==> config.mk <==
export PLATFORM = sky130hd
export DESIGN_NAME = routing_parent_selector
export DESIGN_NICKNAME = d
export VERILOG_FILES = /design/src/sv/rps_pkg.sv /design/src/sv/rps_front.sv /design/src/sv/rps_div.sv /design/src/sv/rps_score.sv /design/src/sv/routing_parent_selector.sv
export SDC_FILE = /design/constraint.sdc
export NUM_CORES = 2
export LEC_CHECK = 0
export ABC_CLOCK_PERIOD_IN_PS = 36500
export CORE_UTILIZATION = 42
export DETAILED_ROUTE_END_ITERATION = 6
export DONT_BUFFER_PORTS = 1
export SLEW_MARGIN = 30
export SYNTH_ARGS = -nofsm -noshare
export SYNTH_HDL_FRONTEND = slang
export SYNTH_SLANG_ARGS = --single-unit
==> constraint.sdc <==
create_clock -name aclk -period 36.5 [get_ports aclk]
set_clock_uncertainty 0.2 [all_clocks]
set_input_delay 0 -clock aclk [delete_from_list [all_inputs] [get_ports aclk]]
set_output_delay 0 -clock aclk [all_outputs]
set_load 0.02 [all_outputs]
==> src/sv/rps_pkg.sv <==
// Shared types and constants for the routing parent selector.
// No dependencies; used by every module of the block.
package rps_pkg;

    localparam int ETX_UNIT_DEF = 128;
    localparam int TERM_FULL    = 1000;
    localparam int TERM_W       = 10;
    localparam int SCORE_W      = 12;
    localparam int COST_W       = 16;
    localparam int AGE_NUM_W    = 18;
    localparam int DIV_STAGES   = 3;
    localparam int RSSI_LOW     = -100;
    localparam int RSSI_HIGH    = -30;
    localparam logic [15:0] NO_STATS = 16'hFFFF;
    localparam logic [15:0] COST_CAP = 16'hFFFF;
    // (x * 1000 / 70) == (x * SIG_RECIP) >> 16 for x in 1..69
    localparam logic [19:0] SIG_RECIP = 20'd936229;
    // floor(s / 1000) is (s * DIV1K_RECIP) >> 22 or one less
    localparam logic [12:0] DIV1K_RECIP = 13'd4194;

    localparam int CFG_AW = 5;
    typedef enum logic [2:0] {
        REG_WEIGHT_SIGNAL = 3'd0,
        REG_WEIGHT_LINK   = 3'd1,
        REG_WEIGHT_MATURE = 3'd2,
        REG_AGE_FULL      = 3'd3,
        REG_SWITCH_MARGIN = 3'd4
    } reg_idx_t;

    typedef enum logic [1:0] {
        PICK_NONE   = 2'd0,
        PICK_FIRST  = 2'd1,
        PICK_SECOND = 2'd2
    } pick_t;

    typedef struct packed {
        logic [3:0]  pad;
        logic [1:0]  preferred;
        logic [15:0] second_rank;
        logic [15:0] second_age;
        logic [15:0] second_etx;
        logic signed [7:0] second_rssi;
        logic        second_present;
        logic [15:0] first_rank;
        logic [15:0] first_age;
        logic [15:0] first_etx;
        logic signed [7:0] first_rssi;
        logic        first_present;
    } in_beat_t;

    typedef struct packed {
        logic [5:0]         pad;
        logic [SCORE_W-1:0] second_score;
        logic [SCORE_W-1:0] first_score;
        logic [1:0]         chosen;
    } out_beat_t;

    typedef struct packed {
        logic              ok1;
        logic              ok2;
        logic [1:0]        pref;
        logic [COST_W-1:0] cost1;
        logic [COST_W-1:0] cost2;
        logic [TERM_W-1:0] sig1;
        logic [TERM_W-1:0] sig2;
        logic              full1;
        logic              full2;
    } side_t;

    typedef struct packed {
        logic [15:0]          etx1;
        logic [15:0]          etx2;
        logic [AGE_NUM_W-1:0] num1;
        logic [AGE_NUM_W-1:0] num2;
    } divop_t;

endpackage

==> src/sv/rps_front.sv <==
// Input stage: acceptability, path cost, signal term and divider operands.
// Depends on rps_pkg.
module rps_front #(
    parameter int ETX_UNIT = rps_pkg::ETX_UNIT_DEF
) (
    input  logic              aclk,
    input  logic              en,
    input  rps_pkg::in_beat_t beat,
    input  logic [7:0]        age_full,
    output rps_pkg::side_t    side_reg,
    output rps_pkg::divop_t   divop_reg
);

    localparam logic [15:0] UNIT = 16'(ETX_UNIT);

    rps_pkg::side_t  side_next;
    rps_pkg::divop_t divop_next;

    function automatic logic [16:0] cost_of(input logic [15:0] rank, input logic [15:0] etx);
        logic [16:0] sum;
        sum = {1'b0, rank} + {1'b0, etx};
        return sum[16] ? {1'b0, rps_pkg::COST_CAP} : sum;
    endfunction

    function automatic logic [9:0] sig_of(input logic signed [7:0] rssi);
        logic [6:0]  x;
        logic [26:0] prod;
        logic [9:0]  res;
        x    = 7'(rssi + 8'sd100);
        prod = 27'(x) * 27'(rps_pkg::SIG_RECIP);
        if (rssi <= 8'(rps_pkg::RSSI_LOW)) begin
            res = '0;
        end else if (rssi >= 8'(rps_pkg::RSSI_HIGH)) begin
            res = 10'(rps_pkg::TERM_FULL);
        end else begin
            res = prod[25:16];
        end
        return res;
    endfunction

    function automatic logic age_full_of(input logic [15:0] age, input logic [7:0] afs);
        return (afs == '0) || (age >= {8'd0, afs});
    endfunction

    always_comb begin
        logic [16:0] c1;
        logic [16:0] c2;
        c1 = cost_of(beat.first_rank, beat.first_etx);
        c2 = cost_of(beat.second_rank, beat.second_etx);
        side_next.ok1   = beat.first_present && (beat.first_etx != rps_pkg::NO_STATS)
                          && (c1[15:0] != rps_pkg::COST_CAP);
        side_next.ok2   = beat.second_present && (beat.second_etx != rps_pkg::NO_STATS)
                          && (c2[15:0] != rps_pkg::COST_CAP);
        side_next.pref  = beat.preferred;
        side_next.cost1 = c1[15:0];
        side_next.cost2 = c2[15:0];
        side_next.sig1  = sig_of(beat.first_rssi);
        side_next.sig2  = sig_of(beat.second_rssi);
        side_next.full1 = age_full_of(beat.first_age, age_full);
        side_next.full2 = age_full_of(beat.second_age, age_full);
        divop_next.etx1 = (beat.first_etx < UNIT) ? UNIT : beat.first_etx;
        divop_next.etx2 = (beat.second_etx < UNIT) ? UNIT : beat.second_etx;
        divop_next.num1 = side_next.full1 ? '0
                          : 18'(beat.first_age[7:0]) * 18'(rps_pkg::TERM_FULL);
        divop_next.num2 = side_next.full2 ? '0
                          : 18'(beat.second_age[7:0]) * 18'(rps_pkg::TERM_FULL);
    end

    always_ff @(posedge aclk) begin
        if (en) begin
            side_reg  <= side_next;
            divop_reg <= divop_next;
        end
    end

endmodule

==> src/sv/rps_div.sv <==
// Pipelined restoring divider, quotient bits spread over NS register stages.
// Depends on rps_pkg; dividend must be below divisor << QW.
module rps_div #(
    parameter int DW = 20,
    parameter int VW = 16,
    parameter int QW = rps_pkg::TERM_W,
    parameter int NS = rps_pkg::DIV_STAGES
) (
    input  logic          aclk,
    input  logic          en,
    input  logic [DW-1:0] dividend,
    input  logic [VW-1:0] divisor,
    output logic [QW-1:0] quotient
);

    localparam int PER = (QW + NS - 1) / NS;
    localparam int WW  = (DW > VW + QW) ? DW : VW + QW;

    logic [WW-1:0] rem_reg  [NS];
    logic [QW-1:0] quo_reg  [NS];
    logic [VW-1:0] dv_reg   [NS];
    logic [WW-1:0] rem_next [NS];
    logic [QW-1:0] quo_next [NS];

    for (genvar k = 0; k < NS; k++) begin : g_stage
        always_comb begin
            logic [WW-1:0] r;
            logic [QW-1:0] q;
            logic [VW-1:0] d;
            if (k == 0) begin
                r = WW'(dividend);
                q = '0;
                d = divisor;
            end else begin
                r = rem_reg[(k == 0) ? 0 : k - 1];
                q = quo_reg[(k == 0) ? 0 : k - 1];
                d = dv_reg[(k == 0) ? 0 : k - 1];
            end
            for (int j = 0; j < PER; j++) begin
                if (k * PER + j < QW) begin
                    if (r >= (WW'(d) << (QW - 1 - k * PER - j))) begin
                        r = r - (WW'(d) << (QW - 1 - k * PER - j));
                        q[QW - 1 - k * PER - j] = 1'b1;
                    end
                end
            end
            rem_next[k] = r;
            quo_next[k] = q;
        end

        always_ff @(posedge aclk) begin
            if (en) begin
                rem_reg[k] <= rem_next[k];
                quo_reg[k] <= quo_next[k];
                dv_reg[k]  <= (k == 0) ? divisor : dv_reg[(k == 0) ? 0 : k - 1];
            end
        end
    end

    assign quotient = quo_reg[NS-1];

endmodule

==> src/sv/rps_score.sv <==
// Weighted score: three products, sum, then divide by 1000 via reciprocal.
// Four register stages; depends on rps_pkg.
module rps_score (
    input  logic                        aclk,
    input  logic                        en,
    input  logic [9:0]                  w_sig,
    input  logic [9:0]                  w_link,
    input  logic [9:0]                  w_age,
    input  logic [rps_pkg::TERM_W-1:0]  sig,
    input  logic [rps_pkg::TERM_W-1:0]  lq,
    input  logic [rps_pkg::TERM_W-1:0]  mat,
    output logic [rps_pkg::SCORE_W-1:0] score_reg
);

    logic [19:0] p_sig_reg, p_lq_reg, p_mat_reg;
    logic [21:0] sum_reg, sum2_reg;
    logic [34:0] prod_reg;
    logic [rps_pkg::SCORE_W-1:0] score_next;

    always_comb begin
        logic [12:0] q0;
        logic [21:0] rem;
        q0  = prod_reg[34:22];
        rem = sum2_reg - 22'(q0) * 22'(rps_pkg::TERM_FULL);
        score_next = (rem >= 22'(rps_pkg::TERM_FULL)) ? 12'(q0 + 13'd1) : q0[11:0];
    end

    always_ff @(posedge aclk) begin
        if (en) begin
            p_sig_reg <= 20'(w_sig) * 20'(sig);
            p_lq_reg  <= 20'(w_link) * 20'(lq);
            p_mat_reg <= 20'(w_age) * 20'(mat);
            sum_reg   <= 22'(p_sig_reg) + 22'(p_lq_reg) + 22'(p_mat_reg);
            prod_reg  <= 35'(sum_reg) * 35'(rps_pkg::DIV1K_RECIP);
            sum2_reg  <= sum_reg;
            score_reg <= score_next;
        end
    end

endmodule

==> src/sv/routing_parent_selector.sv <==
// Throughput: one beat per cycle while the output is not stalled.
// The path is front stage, three divider stages, four score stages and the output
// register; the whole pipeline advances when the output is empty or taken.
// Reset (aresetn low, synchronous) clears all valid bits and loads register defaults.
// Depends on rps_pkg, rps_front, rps_div and rps_score.
module routing_parent_selector #(
    parameter int ETX_UNIT = rps_pkg::ETX_UNIT_DEF
) (
    input  logic                      aclk,
    input  logic                      aresetn,
    input  logic                      s_tvalid,
    output logic                      s_tready,
    // first_present, first_rssi, first_etx, first_age, first_rank, second_present,
    // second_rssi, second_etx, second_age, second_rank, preferred, 4 zero bits
    input  logic [119:0]              s_tdata,
    output logic                      m_tvalid,
    input  logic                      m_tready,
    // chosen, first_score, second_score, 6 zero bits
    output logic [31:0]               m_tdata,
    input  logic                      psel,
    input  logic                      penable,
    input  logic                      pwrite,
    input  logic [rps_pkg::CFG_AW-1:0] paddr,
    input  logic [31:0]               pwdata,
    output logic [31:0]               prdata,
    output logic                      pready
);

    localparam int DEPTH = rps_pkg::DIV_STAGES + 6;
    localparam int SB    = DEPTH - 2;
    localparam int DIVD  = rps_pkg::DIV_STAGES - 1;
    localparam logic [19:0] LQ_NUM = 20'(ETX_UNIT * rps_pkg::TERM_FULL);

    logic [9:0] w_sig_reg, w_link_reg, w_age_reg, margin_reg;
    logic [7:0] age_full_reg;
    logic       en;
    logic [DEPTH-1:0] vld_reg;
    rps_pkg::side_t   front_side;
    rps_pkg::divop_t  front_op;
    rps_pkg::side_t   sb_reg [SB];
    logic [9:0] lq1, lq2, mq1, mq2;
    logic [rps_pkg::SCORE_W-1:0] s1, s2;
    rps_pkg::out_beat_t out_reg, out_next;
    rps_pkg::reg_idx_t  ridx;

    assign ridx = rps_pkg::reg_idx_t'(paddr[4:2]);

    // configuration
    assign pready = 1'b1;
    always_ff @(posedge aclk) begin
        if (!aresetn) begin
            w_sig_reg    <= 10'd400;
            w_link_reg   <= 10'd500;
            w_age_reg    <= 10'd100;
            age_full_reg <= 8'd15;
            margin_reg   <= 10'd20;
        end else if (psel && penable && pwrite) begin
            case (ridx)
                rps_pkg::REG_WEIGHT_SIGNAL: w_sig_reg    <= pwdata[9:0];
                rps_pkg::REG_WEIGHT_LINK:   w_link_reg   <= pwdata[9:0];
                rps_pkg::REG_WEIGHT_MATURE: w_age_reg    <= pwdata[9:0];
                rps_pkg::REG_AGE_FULL:      age_full_reg <= pwdata[7:0];
                rps_pkg::REG_SWITCH_MARGIN: margin_reg   <= pwdata[9:0];
                default: ;
            endcase
        end
    end

    always_comb begin
        case (ridx)
            rps_pkg::REG_WEIGHT_SIGNAL: prdata = 32'(w_sig_reg);
            rps_pkg::REG_WEIGHT_LINK:   prdata = 32'(w_link_reg);
            rps_pkg::REG_WEIGHT_MATURE: prdata = 32'(w_age_reg);
            rps_pkg::REG_AGE_FULL:      prdata = 32'(age_full_reg);
            rps_pkg::REG_SWITCH_MARGIN: prdata = 32'(margin_reg);
            default:                    prdata = '0;
        endcase
    end

    // pipeline control
    assign en       = !vld_reg[DEPTH-1] || m_tready;
    assign s_tready = en;
    assign m_tvalid = vld_reg[DEPTH-1];
    assign m_tdata  = out_reg;

    always_ff @(posedge aclk) begin
        if (!aresetn) begin
            vld_reg <= '0;
        end else if (en) begin
            vld_reg <= {vld_reg[DEPTH-2:0], s_tvalid};
        end
    end

    rps_front #(.ETX_UNIT(ETX_UNIT)) u_front (
        .aclk      (aclk),
        .en        (en),
        .beat      (rps_pkg::in_beat_t'(s_tdata)),
        .age_full  (age_full_reg),
        .side_reg  (front_side),
        .divop_reg (front_op)
    );

    always_ff @(posedge aclk) begin
        if (en) begin
            sb_reg[0] <= front_side;
            for (int i = 1; i < SB; i++) begin
                sb_reg[i] <= sb_reg[i-1];
            end
        end
    end

    rps_div #(.DW(20), .VW(16)) u_div_lq1 (
        .aclk(aclk), .en(en), .dividend(LQ_NUM), .divisor(front_op.etx1), .quotient(lq1)
    );
    rps_div #(.DW(20), .VW(16)) u_div_lq2 (
        .aclk(aclk), .en(en), .dividend(LQ_NUM), .divisor(front_op.etx2), .quotient(lq2)
    );
    rps_div #(.DW(rps_pkg::AGE_NUM_W), .VW(8)) u_div_age1 (
        .aclk(aclk), .en(en), .dividend(front_op.num1), .divisor(age_full_reg),
        .quotient(mq1)
    );
    rps_div #(.DW(rps_pkg::AGE_NUM_W), .VW(8)) u_div_age2 (
        .aclk(aclk), .en(en), .dividend(front_op.num2), .divisor(age_full_reg),
        .quotient(mq2)
    );

    rps_score u_score1 (
        .aclk(aclk), .en(en), .w_sig(w_sig_reg), .w_link(w_link_reg), .w_age(w_age_reg),
        .sig(sb_reg[DIVD].sig1), .lq(lq1),
        .mat(sb_reg[DIVD].full1 ? 10'(rps_pkg::TERM_FULL) : mq1),
        .score_reg(s1)
    );
    rps_score u_score2 (
        .aclk(aclk), .en(en), .w_sig(w_sig_reg), .w_link(w_link_reg), .w_age(w_age_reg),
        .sig(sb_reg[DIVD].sig2), .lq(lq2),
        .mat(sb_reg[DIVD].full2 ? 10'(rps_pkg::TERM_FULL) : mq2),
        .score_reg(s2)
    );

    always_comb begin
        rps_pkg::side_t sd;
        logic [12:0] s1m, s2m;
        rps_pkg::pick_t pick;
        sd  = sb_reg[SB-1];
        s1m = 13'(s1) + 13'(margin_reg);
        s2m = 13'(s2) + 13'(margin_reg);
        priority if (!sd.ok1) begin
            pick = sd.ok2 ? rps_pkg::PICK_SECOND : rps_pkg::PICK_NONE;
        end else if (!sd.ok2) begin
            pick = rps_pkg::PICK_FIRST;
        end else if (sd.pref == 2'(rps_pkg::PICK_FIRST)) begin
            pick = (13'(s2) > s1m) ? rps_pkg::PICK_SECOND : rps_pkg::PICK_FIRST;
        end else if (sd.pref == 2'(rps_pkg::PICK_SECOND)) begin
            pick = (13'(s1) > s2m) ? rps_pkg::PICK_FIRST : rps_pkg::PICK_SECOND;
        end else if (s1 == s2 && sd.cost1 != sd.cost2) begin
            pick = (sd.cost1 < sd.cost2) ? rps_pkg::PICK_FIRST : rps_pkg::PICK_SECOND;
        end else begin
            pick = (s1 > s2) ? rps_pkg::PICK_FIRST : rps_pkg::PICK_SECOND;
        end
        out_next.pad          = '0;
        out_next.chosen       = pick;
        out_next.first_score  = (sd.ok1 && sd.ok2) ? s1 : '0;
        out_next.second_score = (sd.ok1 && sd.ok2) ? s2 : '0;
    end

    always_ff @(posedge aclk) begin
        if (en) begin
            out_reg <= out_next;
        end
    end

endmodule

Word-level counts from Yosys, hierarchy flattened
Memories as Yosys holds them, arrays and structs flattened.
Index checks and enable logic that the tools add are counted.
Word-level totals
  RAM bits: 934
  memories kept: 13
  bits in registers: 509
  input bits: 164
  logic and storage cells: 309
  output and inout port bits: 67
Operators by class
  order comparisons: 54
  reductions and logical operators: 21
  add/subtract/negate cells: 54
  muxes and demuxes: 101
  equality and inequality tests: 12
  multipliers: 14
Memories
  sb_reg: depth 7, width 58, read ports 7, clocked after Yosys merged registers in 0, write ports 7, line routing_parent_selector.sv:40  | rps_pkg::side_t sb_reg [SB];
  u_div_lq1.rem_reg: depth 3, width 26, read ports 2, clocked after Yosys merged registers in 0, write ports 3, line rps_div.sv:19  | logic [WW-1:0] rem_reg [NS];
  u_div_lq2.rem_reg: depth 3, width 26, read ports 2, clocked after Yosys merged registers in 0, write ports 3, line rps_div.sv:19
  u_div_age1.rem_reg: depth 3, width 18, read ports 2, clocked after Yosys merged registers in 0, write ports 3, line rps_div.sv:19
  u_div_age2.rem_reg: depth 3, width 18, read ports 2, clocked after Yosys merged registers in 0, write ports 3, line rps_div.sv:19
  u_div_lq1.dv_reg: depth 3, width 16, read ports 2, clocked after Yosys merged registers in 0, write ports 3, line rps_div.sv:21  | logic [VW-1:0] dv_reg [NS];
  +7 memories
Operators with widths (count)
  26-bit two-way mux: 20
  18-bit two-way mux: 20
  10-bit by 10-bit multiplier with 20-bit output: 6
  22-bit by 12-bit multiplier with 34-bit output (second input constant): 2
  16-bit != test (second input constant): 4
  26-bit by 16-bit greater-or-equal comparator with 1-bit output: 2
  26-bit by 17-bit greater-or-equal comparator with 1-bit output: 2
  26-bit by 18-bit greater-or-equal comparator with 1-bit output: 2
  26-bit by 19-bit greater-or-equal comparator with 1-bit output: 2
  26-bit by 20-bit greater-or-equal comparator with 1-bit output: 2
  26-bit by 21-bit greater-or-equal comparator with 1-bit output: 2
  26-bit by 22-bit greater-or-equal comparator with 1-bit output: 2
  26-bit by 23-bit greater-or-equal comparator with 1-bit output: 2
  26-bit by 24-bit greater-or-equal comparator with 1-bit output: 2
  7-bit by 20-bit multiplier with 26-bit output (second input constant): 2
  17-bit by 25-bit subtractor with 26-bit output (first input constant): 2
  26-bit by 16-bit subtractor with 26-bit output: 2
  26-bit by 17-bit subtractor with 26-bit output: 2
  26-bit by 18-bit subtractor with 26-bit output: 2
  26-bit by 19-bit subtractor with 26-bit output: 2
  26-bit by 20-bit subtractor with 26-bit output: 2
  26-bit by 21-bit subtractor with 26-bit output: 2
  26-bit by 22-bit subtractor with 26-bit output: 2
  26-bit by 23-bit subtractor with 26-bit output: 2
  59 further kinds: 166

Logic depth before layout (Yosys ltp)
An unclocked memory read counts as a cell.
  depth in word-level cells: 9
  gate-level depth with buffers: 59
  depth with buffers taken out: 54

Cells and area by module
A second synthesis with hierarchy kept.
Second synthesis, totals
  cells, all modules: 10941
  area total of the unflattened synthesis: 110051.8 um2
By module, submodules not included
  rps_div (u_div_lq1 ...): cells an instance 1497, instances 2, sequential area each 3183.1 um2, area an instance 12809.8 um2
  rps_score (u_score2): cells an instance 2085, instances 1, sequential area each 3783.6 um2, area an instance 20786.2 um2
  rps_score (u_score1): cells an instance 1999, instances 1, sequential area each 3783.6 um2, area an instance 20338.3 um2
  routing_parent_selector: cells an instance 998, instances 1, sequential area each 11471.0 um2, area an instance 15547.4 um2
  rps_front: cells an instance 1163, instances 1, sequential area each 3603.5 um2, area an instance 12085.3 um2
  rps_div (u_div_age2): cells an instance 884, instances 1, sequential area each 2222.1 um2, area an instance 8013.9 um2
  rps_div (u_div_age1): cells an instance 818, instances 1, sequential area each 2222.1 um2, area an instance 7661.1 um2

Worst setup path after synthesis
OpenSTA, ideal clock, no wires.
  path kind: register -> register
  start point: reg vld_reg[8]
  end point: reg out_reg, in the netlist m_tdata[0], enable pin
  required time: 28293 ps
  period minus slack after synthesis: 27951 ps
  path slack: 8549 ps
  stages on the path, launching flop included: 4
  data arrival time: 19744 ps
  buffers on the path: 1
  library setup time: 8007 ps
  cells stage by stage: dfxtp_1 nor2b_1 clkbuf_1 clkinv_1
On the way
  longest elaborated chain between the ends: 2
RTL lines
  start, declared: line routing_parent_selector.sv:37  | logic [DEPTH-1:0] vld_reg;
  start signal, assigned: line routing_parent_selector.sv:90  | vld_reg <= {vld_reg[DEPTH-2:0], s_tvalid};
  1-bit zero test: line routing_parent_selector.sv:81  | assign en = !vld_reg[DEPTH-1] || m_tready;
  1-bit logical OR: line routing_parent_selector.sv:81
  named net s_tready: line routing_parent_selector.sv:12  | output logic s_tready,
  end signal, assigned: line routing_parent_selector.sv:168  | out_reg <= out_next;
  end, declared: line routing_parent_selector.sv:43  | rps_pkg::out_beat_t out_reg, out_next;
The timed path passes the listed nets, and every way through them passes these cells.
A chain may end at the register's enable or synchronous reset.

==> results.ini <==
[outcome]
outcome=finished, violations left
violations=DRC

[synth]
synth-compound-area-share=0.127
synth_edf_count=1034
yosys_warnings=0
syn_area_per_cell_um2=9.94
synth_xor_area_frac=0.0557
synth_ff_type=edfxtp_1
synth_seq_area_share=0.307
ys_seq_elements=1091
muxShareOfSynthArea=0.0238
synthCells=10500
synth_fa_ha_area_frac=0.296
synth_top_family_by_area=adder cells
async_flop_share=0
synth.distinct_cells=118
synth-simple-area-share=0.131
syn_area_mm2=0.105

[finish]
final_common_cell=ha_1
drive_gt1_frac=0.0488
area_growth_syn_to_layout_pct=10.6
largest_reg_flops=318
final_cell_mix=ha_1, inv_1, edfxtp_1
fin_nets=13100

[clock_network]
clk_root_buffer_cell=clkbuf_16
worstSkewPairLatency_ns=0.81
cts_tree=yes
cts_setup_buffers=0
numClockSinks=1091
path_clk_slew_ns=0.06
cts_max_level=3
cts.path.max_buffers=3
ctsResizeCount=0
cts-hold-fix-buffers=316
cts_made_buffers=121

[global_routing]
grt_pass1_vias=78100
grt_pass1_wl_um=401000
grt_antenna_before_repair=12
grt_max_degree=190
grt.total_usage=0.197
grt.overflow.total=0

[setup_path]
worst_setup_path_end_kind=flop
path_class=reg -> reg
r2r_setup_slack_ns=21.05
crit_fanout=26
worstPathArrival_ns=15.77
required_ns=36.82
cp-start-kind=flop
cp_slowest_stage_delay_ns=0.71
slowest_stage=nand2_1
crit_top_cell=a21oi_1

[job]
max-cap-violations=0

[floorplan]
die_x_um=501
num_rows=182
io_pins=231
design.die.area_mm2=0.251
chipHeight_um=501
coreArea_mm2=0.247
start_util=0.424

[timing]
slew_headroom=0.230
setup_slack_ns=21.05
period_minus_slack_ns=15.45
worstMarginPinSlew_ns=1.16
rsz0062_at_grt=false
slew_violations=0
setup_violations=0
max_freq_mhz=64.7
finalHoldViolCount=0
min_period_over_period=0.423
finalSetupTns_ns=0

[detailed_routing]
wire_per_inst_um=17.4
drc=3
wl_um=248000
first_pass_iters=7
vias=76000
first_iter_violations=4509
ant_nets=0
vias_per_cell=5.34

[place]
io_buffers=0
gp_congestion=0.896
place_ws_ns=21.18
hpwl_um=191000

[hold_path]
hold_class=in -> reg

logic make-up (layout without fill, tap and decap cells):
family | count (synthesis) | after routing
other | 2 | 38
AO/OA/AOI/OAI | 2077 | 2077
AND/OR/NAND/NOR | 2755 | 2755
XOR/XNOR | 665 | 665
multiplexers | 227 | 227
buffers and inverters | 1604 | 1951
flip-flops | 1091 | 1091
adder cells (fa/ha/maj) | 2112 | 2112
synthesized netlist by cell type, types with 205 or more instances:
cell / instances / area (µm²)
ha_1: 1496 / 18700
inv_1: 1333 / 5000
edfxtp_1: 1034 / 31000
nand2_1: 803 / 3010
a21oi_1: 703 / 3520
fa_1: 616 / 12300
nor2_1: 601 / 2260
xnor2_1: 496 / 4340
o21ai_0: 347 / 1740
and2_1: 313 / 1960
a21o_1: 244 / 1830
clkbuf_1: 205 / 769
worst paths after layout:
check,start,end,depth (start not counted)
setup / recovery,u_div_lq1.dv_reg[0][0]$_DFFE_PP_,u_div_lq1.rem_reg[0][43]$_DFFE_PP_,49
hold / removal,s_tdata[64],u_front.side_reg[5]$_SDFFCE_PP0P_,5
setup reg to reg,u_div_lq1.dv_reg[0][0]$_DFFE_PP_,u_div_lq1.rem_reg[0][43]$_DFFE_PP_,49
hold reg to reg,sb_reg[1][7]$_DFFE_PP_,sb_reg[2][7]$_DFFE_PP_,0
routing by layer:
layer / wire length (µm) / global-route usage / up-vias
li1: - / - / 37300
met1: 108000 / 0.246 / 36800
met2: 122000 / 0.349 / 1435
met3: 8130 / 0.0182 / 416
met4: 9550 / 0.0769 / 0
met5: 0 / 0 / -
critical path: cells and delay by family (launching register included):
family | cells | cell delay [ns]
DFF | 1 | 0.61
and+or+nand+nor | 17 | 4.90
buffers and inverters | 4 | 1.22
AOI/OAI and AO/OA | 23 | 6.46
muxes | 1 | 0.36
adders and majority gates | 4 | 1.36
per-stage QoR:
| stage | util | instances | hold WS [ns] | instance area, µm² |
|---|---|---|---|---|
| floorplan | - | 10600 | -0.101 | 105000 |
| global placement | 0.439 | 13700 | -0.101 | 108000 |
| detailed placement | 0.439 | 13700 | -0.101 | 108000 |
| CTS | 0.469 | 14200 | 0.00246 | 116000 |
| global route | 0.469 | 14200 | 0.0401 | 116000 |
| finish | 0.469 | 14200 | 0.0761 | 116000 |
cell type report:
type | count | area (µm²)
Clock inverter | 87 | 1040
Sequential cell | 1091 | 32200
Fill cell | 22700 | 131000
Antenna cell | 9 | 22.5
Clock buffer | 137 | 3090
Multi-Input combinational cell | 7865 | 66600
Inverter | 1344 | 5050
Tap cell | 3312 | 4140
Timing Repair Buffer | 383 | 3720
Power is left out: the tool's default activity adds up to more than one toggle a clock period on the data nets, which glitch-free logic cannot reach.
